<file path="src/rtl/qdsio_pkg.sv">
package qdsio_pkg;

    typedef enum logic [1:0] {
        CMD_WRITE = 2'd0,
        CMD_READ  = 2'd1,
        CMD_LOAD  = 2'd2,
        CMD_DISC  = 2'd3
    } t_cmd;

    typedef enum logic [1:0] {
        OFF_DATA_A = 2'd0,
        OFF_DATA_B = 2'd1,
        OFF_CTRL_A = 2'd2,
        OFF_CTRL_B = 2'd3
    } t_off;

    // Write register pointers and command fields
    localparam logic [2:0] WR_CMD        = 3'd0;
    localparam logic [2:0] WR_VECTOR     = 3'd2;
    localparam logic [2:0] WR_RX_CTRL    = 3'd3;
    localparam logic [2:0] WR_TX_CTRL    = 3'd5;
    localparam logic [2:0] WR_SYNC1      = 3'd6;
    localparam logic [2:0] WR_SYNC2      = 3'd7;
    localparam logic [7:0] CMD_FIELD     = 8'h38;
    localparam logic [7:0] CMD_CHAN_RST  = 8'h18;
    localparam logic [7:0] HUNT_ENABLE   = 8'h11;
    localparam logic [7:0] MOTOR_ON      = 8'h80;

    // Status byte bits
    localparam logic [7:0] ST_HUNT       = 8'h10;
    localparam logic [7:0] ST_HUNT_CLR   = 8'hEF;
    localparam logic [7:0] ST_DCD        = 8'h08;
    localparam logic [7:0] ST_DCD_CLR    = 8'hF7;
    localparam logic [7:0] ST_UNDERRUN_CLR = 8'hDF;
    localparam logic [7:0] ST_ALWAYS_SET = 8'h05;

    localparam logic [7:0] RD_IDLE_BYTE  = 8'hFF;
    localparam logic [7:0] RD_NOT_HOME   = 8'h08;
    localparam logic [3:0] HUNT_FETCHES  = 4'd8;

    typedef struct packed {
        logic capture;   // latch the accepted word
        logic exec;      // run the decoded operation
        logic rd;        // issue an image read and advance position
        logic chk;       // evaluate fetched byte
        logic fin;       // build status byte and control A result
        logic push;      // move result into output register
    } t_dp_cmd;

    typedef struct packed {
        logic need_fetch;
        logic data_a;
        logic ctrl_a_read;
        logic is_read;
        logic chk_done;
        logic out_free;
    } t_dp_sts;

endpackage

</file>
<file path="src/rtl/qdsio_ctrl.sv">
module qdsio_ctrl (
    input  logic                i_clk,
    input  logic                i_rst_n,
    input  logic                i_s_axis_tvalid,
    output logic                o_s_axis_tready,
    input  qdsio_pkg::t_dp_sts  i_sts,
    output qdsio_pkg::t_dp_cmd  o_cmd
);
    import qdsio_pkg::*;

    typedef enum logic [5:0] {
        S_IDLE = 6'b000001,
        S_EXEC = 6'b000010,
        S_RD   = 6'b000100,
        S_CHK  = 6'b001000,
        S_FIN  = 6'b010000,
        S_RESP = 6'b100000
    } t_state;

    t_state r_state;
    t_state n_state;

    assign o_s_axis_tready = (r_state == S_IDLE);

    always_comb begin
        n_state = r_state;
        o_cmd   = '0;
        unique case (r_state)
            S_IDLE: begin
                if (i_s_axis_tvalid) begin
                    o_cmd.capture = 1'b1;
                    n_state       = S_EXEC;
                end
            end
            S_EXEC: begin
                o_cmd.exec = 1'b1;
                priority if (i_sts.need_fetch) n_state = S_RD;
                else if (i_sts.ctrl_a_read)    n_state = S_FIN;
                else if (i_sts.is_read)        n_state = S_RESP;
                else                           n_state = S_IDLE;
            end
            S_RD: begin
                o_cmd.rd = 1'b1;
                n_state  = S_CHK;
            end
            S_CHK: begin
                o_cmd.chk = 1'b1;
                priority if (!i_sts.chk_done) n_state = S_RD;
                else if (i_sts.data_a)        n_state = S_RESP;
                else                          n_state = S_FIN;
            end
            S_FIN: begin
                o_cmd.fin = 1'b1;
                n_state   = S_RESP;
            end
            S_RESP: begin
                if (i_sts.out_free) begin
                    o_cmd.push = 1'b1;
                    n_state    = S_IDLE;
                end
            end
            default: n_state = S_IDLE;
        endcase
    end

    always_ff @(posedge i_clk) begin
        if (!i_rst_n) begin
            r_state <= S_IDLE;
        end else begin
            r_state <= n_state;
        end
    end

endmodule

</file>
<file path="config.mk">
export PLATFORM = sky130hd
export DESIGN_NAME = qdsio_ctrl
export DESIGN_NICKNAME = d
export VERILOG_FILES = /design/src/rtl/qdsio_pkg.sv /design/src/rtl/qdsio_ctrl.sv
export SDC_FILE = /design/constraint.sdc
export NUM_CORES = 1
export LEC_CHECK = 0
export BUFFER_PORTS_ARGS = -buffer_cell sky130_fd_sc_hd__buf_2
export CORE_AREA = 2 2 39 41
export DETAILED_ROUTE_END_ITERATION = 8
export DIE_AREA = 0 0 41 43
export SYNTH_ARGS = -nofsm -noshare
export SYNTH_HDL_FRONTEND = slang
export SYNTH_SLANG_ARGS = --single-unit
</file>
<file path="constraint.sdc">
create_clock -name i_clk -period 1.9 [get_ports i_clk]
set_input_delay 0.285 -clock i_clk [delete_from_list [all_inputs] [get_ports i_clk]]
set_output_delay 0.285 -clock i_clk [all_outputs]
set_load 0.005 [all_outputs]
</file>
# Word level (Yosys, flattened, before mapping)
# Cells that the tools add are included.
# word_totals
register_bits	6
latchBits	0
mem_bits_rw	0
mem_bits_ro	0
inputBits	9
output_inout_bits	7
elab_cells	26
memories	0
# op_classes
n_addsub	0
mul	0
div	0
order_cmp	0
eq_ne	8
n_shift	0
n_mux	16
bitwise	0
reduce_logical	1
# op_table
cell	count
$mux 6	7
$pmux 6 s6	1
$mux 1	8
$eq 6x1->1 const B	1
$eq 6x2->1 const B	1
$eq 6x3->1 const B	1
$eq 6x4->1 const B	1
$eq 6x5->1 const B	1
$eq 6x6->1 const B	1
$ne 2x2->1 const B	2
$reduce_and 2->1	1

# Longest topological paths before layout
# Gate-level depths: netlist (run 1).
# depth
word_depth	4
mapped_depth	6
depth_no_buf	5

# Worst setup path before layout (run 1)
# OpenSTA, ideal clock, no wires.
# synth_timing
path_type	reg-to-reg
from	register r_state[3]
to	register r_state[0]
setup_time_ns	0.078
t_arrival_ns	1.755
t_required_ns	1.822
slack_ns	0.067
path_stages_with_launch	6
path_buffers	1
period_less_slack_ns	1.833
cell_sequence	dfxtp_1 buf_6 or4_4 or2_4 or4_1 a32oi_1
# synth_between
elab_chain_cells	3
word_cells_on_any_way	10
cone_classes	eq/ne: 8; mux: 1; reduce/logical: 1
# synth_lines
element	line	rtl
start, declared	qdsio_ctrl.sv:20	t_state r_state;
start signal, assigned	qdsio_ctrl.sv:70	r_state <= n_state;
$eq 6x6->1 or $eq 6x1->1 (tied branches)	qdsio_ctrl.sv:28	unique case (r_state)
$ne 2x2->1 (no line)	-	
$reduce_and 2->1 (no line)	-	
# Parallel ways exist; a longest one is shown, timed or not.
# A chain may end at the register's enable or synchronous reset.

==> impl_metrics.env, run 1 <==
export IMPL_worstHoldEndpoint="r_state[5]$_SDFFE_PN0P_"
export IMPL_largest_register_ff_count=6
export IMPL_numPlacedInstances=87
export IMPL_p_sw_share_pct=26.0
export IMPL_diodes=0
export IMPL_ys_warn_count=0
export IMPL_worstSetupEndpointType="output pin"
export IMPL_grt_pass1_vias=433
export IMPL_drc=0
export IMPL_slew_viol_final=0
export IMPL_gp_congestion=0.792
export IMPL_cts_sinks=6
export IMPL_reg2reg_depth=4
export IMPL_register_area_um2=120
export IMPL_first_pass_iters=4
export IMPL_wl_per_cell_um=11.2
export IMPL_drt_vias_per_instance=5.13
export IMPL_final_common_cell="buf_2"
export IMPL_r2r_start="r_state[3]$_SDFFE_PN0P_"
export IMPL_worst_ep_required_time_ns=1.62
export IMPL_grt_max_degree=10
export IMPL_powerDensity_mw_per_mm2=574
export IMPL_rows=14
export IMPL_tightestPinTransition_ns=0.289
export IMPL_finalNetCount=85
export IMPL_min_delay_start="i_sts[2]"
export IMPL_wl_um=1010
export IMPL_p_leak_nw=0.266
export IMPL_maxCapViolCount=0
export IMPL_status="complete, no violations"
export IMPL_cp_slowest_cell="or4_4"
export IMPL_slowest_delay_ns=0.53
export IMPL_postSynthCellCount=55
export IMPL_core_area_mm2=0.00138
export IMPL_vias=462
export IMPL_regToRegSetupSlack_ns=0.12
export IMPL_reg2reg_to="r_state[0]$_SDFFE_PN1P_"
export IMPL_clk_pin_slew_worst_paths_ns=0.04
export IMPL_grt_first_pass_wirelength_um=1820
export IMPL_insertion_delay_ns=0.24
export IMPL_max_freq_ghz=0.559
export IMPL_start_util_pct=31.4
export IMPL_ys_seq_area_share_pct=27.7
export IMPL_syn_nets=64
export IMPL_cts_root_buffer="clkbuf_4"
export IMPL_first_iter_violations=10
export IMPL_arrival_ns=1.50
export IMPL_io_buffers=15
export IMPL_top_register="r_state"
export IMPL_fin_ws_ns=0.110
export IMPL_antenna_found_initial=0
export IMPL_die_h_um=43
export IMPL_synthToLayoutAreaGrowth_pct=30.0
export IMPL_worstPathMaxFanout=4
export IMPL_hpwl_um=809
export IMPL_fillers=143
export IMPL_post_route_period_util_pct=94.2
export IMPL_p_comb_share_pct=22.8
export IMPL_grt_setup_unrepaired="false"
export IMPL_slew_limit_headroom_pct=80.5
export IMPL_io_pins=16
export IMPL_track_usage_pct=15.6
export IMPL_instances_no_fill=90
export IMPL_final_setup_tns_ns=0
export IMPL_drive_above_1_share_pct=35.1
export IMPL_start_kind="register"
export IMPL_h_tree_depth=1
export IMPL_crit_family="simple AND/OR/NAND/NOR gates"
export IMPL_hold_viol=0
export IMPL_multiInputGateArea_um2=282
export IMPL_yosysUniqueCellTypes=32
export IMPL_die_area_mm2=0.00176
export IMPL_clock_skew_ns=0.00554
export IMPL_yosys_register_bits=6
export IMPL_clockPowerShare_pct=35.4
export IMPL_dp_slack_ns=0.126
export IMPL_final_min_clock_period_ns=1.79
export IMPL_vdd_drop_max_mv=0.285
export IMPL_postCtsHoldBufs=0
export IMPL_p_sw_mw=0.0842
export IMPL_synth_area_um2=434
export IMPL_crit_type="reg -> out"
export IMPL_syn_avg_cell_area_um2=7.89
export IMPL_intPower_mw=0.240
export IMPL_die_x_um=41
export IMPL_layout_common_cells="buf_2, nor2_1, dfxtp_1"
export IMPL_path_cells="or4_4, or2_4, clkinv_1, buf_2"
export IMPL_overflow=0
export IMPL_cts_buffers=3
export IMPL_finalHoldWorstSlack_ns=0.290
export IMPL_setup_viol=0
export IMPL_holdPathStages=2
export IMPL_clock_path_buffers=2
export IMPL_top_regs="r_state: 6 flops"
export IMPL_p_seq_share_pct=41.8
export IMPL_cts_tree="yes"
export IMPL_ant_nets=0
export IMPL_hold_path_class="in -> reg"
export IMPL_crit_buf_inv=2
[cell type report]
type	instances	area share [%]
clock buffer	3	3.99
inverter	4	2.66
multi-input combinational	42	49.9
sequential	6	21.3
tap	16	3.55
timing repair buffer	19	18.6
[power groups by stage]
| stage | Combinational, mW | Clock (mW) | Sequential (mW) |
|---|---|---|---|
| floorplan | 0.0385 | 0 | 0.139 |
| global placement | 0.0710 | 0 | 0.138 |
| detailed placement | 0.0713 | 0 | 0.138 |
| CTS | 0.0720 | 0.121 | 0.135 |
| global route | 0.0836 | 0.134 | 0.136 |
| finish | 0.0739 | 0.115 | 0.135 |
[worst max-delay path by stage]
stage / slack [ns] / depth (start not counted) / end / start
5_1_grt: 0.01 / 4 / o_cmd[5] / r_state[1]$_SDFFE_PN0P_
3_3_place_gp: 0.16 / 4 / r_state[0]$_SDFFE_PN1P_ / r_state[3]$_SDFFE_PN0P_
3_5_place_dp: 0.13 / 4 / r_state[0]$_SDFFE_PN1P_ / r_state[3]$_SDFFE_PN0P_
2_1_floorplan: 0.07 / 5 / r_state[0]$_SDFFE_PN1P_ / r_state[3]$_SDFFE_PN0P_
6_report: 0.11 / 4 / o_cmd[4] / r_state[3]$_SDFFE_PN0P_
4_1_cts: 0.1 / 4 / o_cmd[4] / r_state[3]$_SDFFE_PN0P_
[metrics by stage]
step	total power, mW	utilization, %	instance area (um2)
floorplan	0.178	-	434
global placement	0.209	38.7	536
detailed placement	0.209	38.7	536
CTS	0.328	40.3	558
global route	0.353	40.8	564
finish	0.324	40.8	564
[layer usage]
metal	part of all wire [%]	routed length (um)	track usage [%]
met4	1.4	14	10.0
met5	0	0	0
met3	4.3	43	4.71
met2	46	465	19.7
met1	48	484	22.1
[cells in the mapped netlist, drive strengths merged]
cell / number / area [um2]
o21ai: 3 / 15.0
o22ai: 1 / 6.26
a31o: 1 / 8.76
a2111o: 1 / 11.3
clkinv: 1 / 3.75
mux2i: 1 / 10.0
nand3b: 1 / 7.51
and2: 3 / 18.8
nor4: 3 / 18.8
a32oi: 1 / 8.76
nand3: 1 / 5.00
o32ai: 1 / 8.76
and3: 1 / 6.26
inv: 3 / 11.3
xor2: 1 / 8.76
nand2b: 4 / 25.0
nor3: 2 / 10.0
and3b: 2 / 17.5
nor2: 6 / 22.5
or2: 2 / 15.0
nand4: 1 / 6.26
buf: 3 / 23.8
or4: 2 / 18.8
a22o: 1 / 8.76
dfxtp: 6 / 120
nor3b: 1 / 7.51
nor2b: 1 / 6.26
nand2: 1 / 3.75
[kinds of logic (layout without fill, tap and decap cells)]
logic type	count (synthesis)	after routing	share of synthesized area, %
AND/OR/NAND/NOR	31	31	43.5
AO/OA/AOI/OAI	9	9	15.6
buffers and inverters	7	26	8.93
flip-flops	6	6	27.7
XOR/XNOR	1	1	2.02
multiplexers	1	1	2.31
[timing repair]
item,in CTS,in global routing
resized for setup,0,1
buffers inserted,0,0
endpoints found under the setup margin,0,1
[worst register-to-register path, delay by kind of cell (launching register included)]
| family | cells | cell delay, ns |
|---|---|---|
| and+or+nand+nor | 3 | 1.21 |
| DFF | 1 | 0.30 |
| AOI/OAI and AO/OA | 1 | 0.19 |
No activity file was read; power rests on OpenSTA's default activity.
==> run 2, diff against run 1 <==
ABC_AREA = 1   (was unset)
==> run 2 against run 1 <==
  * Sequential power about the same
  * Die area unchanged
  * Fmax up 21%
  * Cell count up 17%
  * Register-to-register slack better by 0.63 ns
  * First-iteration DRC count down 40%
  * Clock-buffer cell count unchanged
  * Non-clock buffer count down 4
==> impl_metrics.env, run 2 <==
export IMPL_wl_um=943
export IMPL_slew_viol_final=0
export IMPL_top_regs="r_state: 6 flops"
export IMPL_io_buffers=15
export IMPL_start_util_pct=31.8
export IMPL_clock_path_buffers=2
export IMPL_crit_buf_inv=2
export IMPL_antenna_found_initial=0
export IMPL_clockPowerShare_pct=37.1
export IMPL_p_sw_mw=0.0900
export IMPL_wl_per_cell_um=8.98
export IMPL_vias=474
export IMPL_gp_congestion=0.784
export IMPL_tightestPinTransition_ns=0.184
export IMPL_ys_warn_count=0
export IMPL_core_area_mm2=0.00138
export IMPL_status="complete, no violations"
export IMPL_placed_area_um2=528
export IMPL_yosysMostFrequentCell="inv_1"
export IMPL_hold_path_class="in -> reg"
export IMPL_yosys_area_top_type="dfxtp_1"
export IMPL_first_pass_iters=4
export IMPL_p_seq_share_pct=43.1
export IMPL_die_area_mm2=0.00176
export IMPL_cts_sinks=6
export IMPL_hold_viol=0
export IMPL_instances_no_fill=105
export IMPL_yosys_register_bits=6
export IMPL_postCtsHoldBufs=0
export IMPL_max_freq_ghz=0.674
export IMPL_crit_type="reg -> out"
export IMPL_final_common_cell="inv_1"
export IMPL_grt_max_degree=6
export IMPL_multiInputGateArea_um2=245
export IMPL_ys_seq_area_share_pct=27.3
export IMPL_crit_family="simple AND/OR/NAND/NOR gates"
export IMPL_p_sw_share_pct=28.2
export IMPL_die_x_um=41
export IMPL_register_area_um2=120
export IMPL_first_iter_violations=6
export IMPL_top_register="r_state"
export IMPL_cts_resized_gates=0
export IMPL_vdd_drop_max_mv=0.239
export IMPL_cp_slowest_cell="dfxtp_1"
export IMPL_maxCapViolCount=0
export IMPL_synth_area_um2=440
export IMPL_clk_pin_slew_worst_paths_ns=0.05
export IMPL_cts_buffers=3
export IMPL_drive_above_1_share_pct=29.2
export IMPL_layout_common_cells="inv_1, buf_2, nand2_1"
export IMPL_arrival_ns=1.20
export IMPL_final_setup_tns_ns=0
export IMPL_grt_first_pass_wirelength_um=1610
export IMPL_postCtsSetupRepairBufs=0
export IMPL_rows=14
export IMPL_h_tree_depth=1
export IMPL_finalNetCount=100
export IMPL_diodes=0
export IMPL_intPower_mw=0.230
export IMPL_drt_vias_per_instance=4.51
export IMPL_ys_flop_type="dfxtp_1"
export IMPL_start_kind="register"
export IMPL_track_usage_pct=14.4
export IMPL_fin_area_um2=551
export IMPL_synth_common_cells="inv_1, nand2_1, nor2_1"
export IMPL_setup_viol=0
export IMPL_grt_setup_unrepaired="false"
export IMPL_io_pins=16
export IMPL_slew_limit_headroom_pct=87.7
export IMPL_post_route_period_util_pct=78.1
export IMPL_numPlacedInstances=102
export IMPL_syn_nets=81
export IMPL_p_leak_nw=0.319
export IMPL_ant_nets=0
export IMPL_clock_skew_ns=0.00905
export IMPL_path_cells="inv_1, nand2_1, nor2_1, nand2_1, nor2_1, buf_2"
export IMPL_grt_pass1_vias=419
export IMPL_die_h_um=43
export IMPL_largest_register_ff_count=6
export IMPL_cts_root_buffer="clkbuf_4"
export IMPL_worstSetupEndpointType="output pin"
export IMPL_synth_async_reset_ratio_pct=0
export IMPL_slowest_delay_ns=0.30
export IMPL_overflow=0
export IMPL_worstPathMaxFanout=3
export IMPL_postSynthCellCount=72
export IMPL_p_comb_share_pct=19.8
export IMPL_syn_avg_cell_area_um2=6.12
export IMPL_yosysUniqueCellTypes=16
export IMPL_worst_ep_required_time_ns=1.62
export IMPL_insertion_delay_ns=0.25
export IMPL_powerDensity_mw_per_mm2=581
export IMPL_synthToLayoutAreaGrowth_pct=25.0
export IMPL_drc=0
export IMPL_hpwl_um=811
export IMPL_synth_edf_count=0
export IMPL_fillers=154
export IMPL_cts_tree="yes"
export IMPL_final_min_clock_period_ns=1.48
export IMPL_synth_top_area_share_pct=27.3
export IMPL_synth_area_leaders="dfxtp_1, inv_1, nand2_1"
-- run 2: cell types whose count changed after synthesis, sizes merged, moves of 3 or more --
cell	change
nand2b	-4
nor2	+10
nand4	+4
nor4	-3
nand2	+13
nand3	+4
inv	+15
-- run 2: final timing paths --
kind	startpoint	end	slack [ns]	cells after the start
hold / removal	i_rst_n	r_state[0]$_SDFFE_PN1P_	0.22	2
setup / recovery	r_state[5]$_SDFFE_PN0P_	o_cmd[5]	0.42	6
hold reg to reg	r_state[2]$_SDFFE_PN0P_	r_state[3]$_SDFFE_PN0P_	0.63	4
setup reg to reg	r_state[1]$_SDFFE_PN0P_	r_state[0]$_SDFFE_PN1P_	0.75	8
-- run 2: cells by family after synthesis --
group,after synthesis,share of synthesized area (%)
AO/OA/AOI/OAI,4,4.55
buffers and inverters,19,17.0
flip-flops,6,27.3
AND/OR/NAND/NOR,43,51.1
-- run 2: power by group through the flow --
stage	Combinational, mW	Clock (mW)	Sequential [mW]
global placement	0.0631	0	0.140
floorplan	0.0410	0	0.139
CTS	0.0639	0.124	0.138
detailed placement	0.0637	0	0.140
finish	0.0632	0.119	0.138
global route	0.0721	0.134	0.139
-- run 2: worst register-to-register path, stage by stage, from the launching register on --
cell     delay (ns)
dfxtp_1        0.35
nor2_4         0.17
inv_1          0.05
nor2_1         0.11
o21ai_0        0.10
nand3_1        0.09
nand3_1        0.07
nand2_1        0.06
nand2_1        0.04
-- run 2: cell type report --
class                      count  share of cell area [%]
multi-input combinational     47                    44.5
timing repair buffer          15                    13.6
clock buffer                   3                    4.09
inverter                      18                    12.3
sequential                     6                    21.8
tap                           16                    3.64
-- run 2: through the flow --
step           power [mW]  hold slack, ns  util, %  worst slack (ns)
6_report            0.320           0.222     39.8             0.416
4_1_cts             0.326           0.215     39.8             0.402
2_1_floorplan       0.180           0.354        -             0.791
3_5_place_dp        0.204           0.482     38.2             0.677
5_1_grt             0.345           0.224     39.8             0.288
3_3_place_gp        0.203           0.482     38.2             0.707
-- run 2: per-layer routing --
layer	wire, um	vias to the layer above	track usage [%]
met3	45	2	3.14
met5	0	-	0
li1	-	256	-
met1	411	202	15.2
met4	19	0	14.0
met2	466	14	21.6
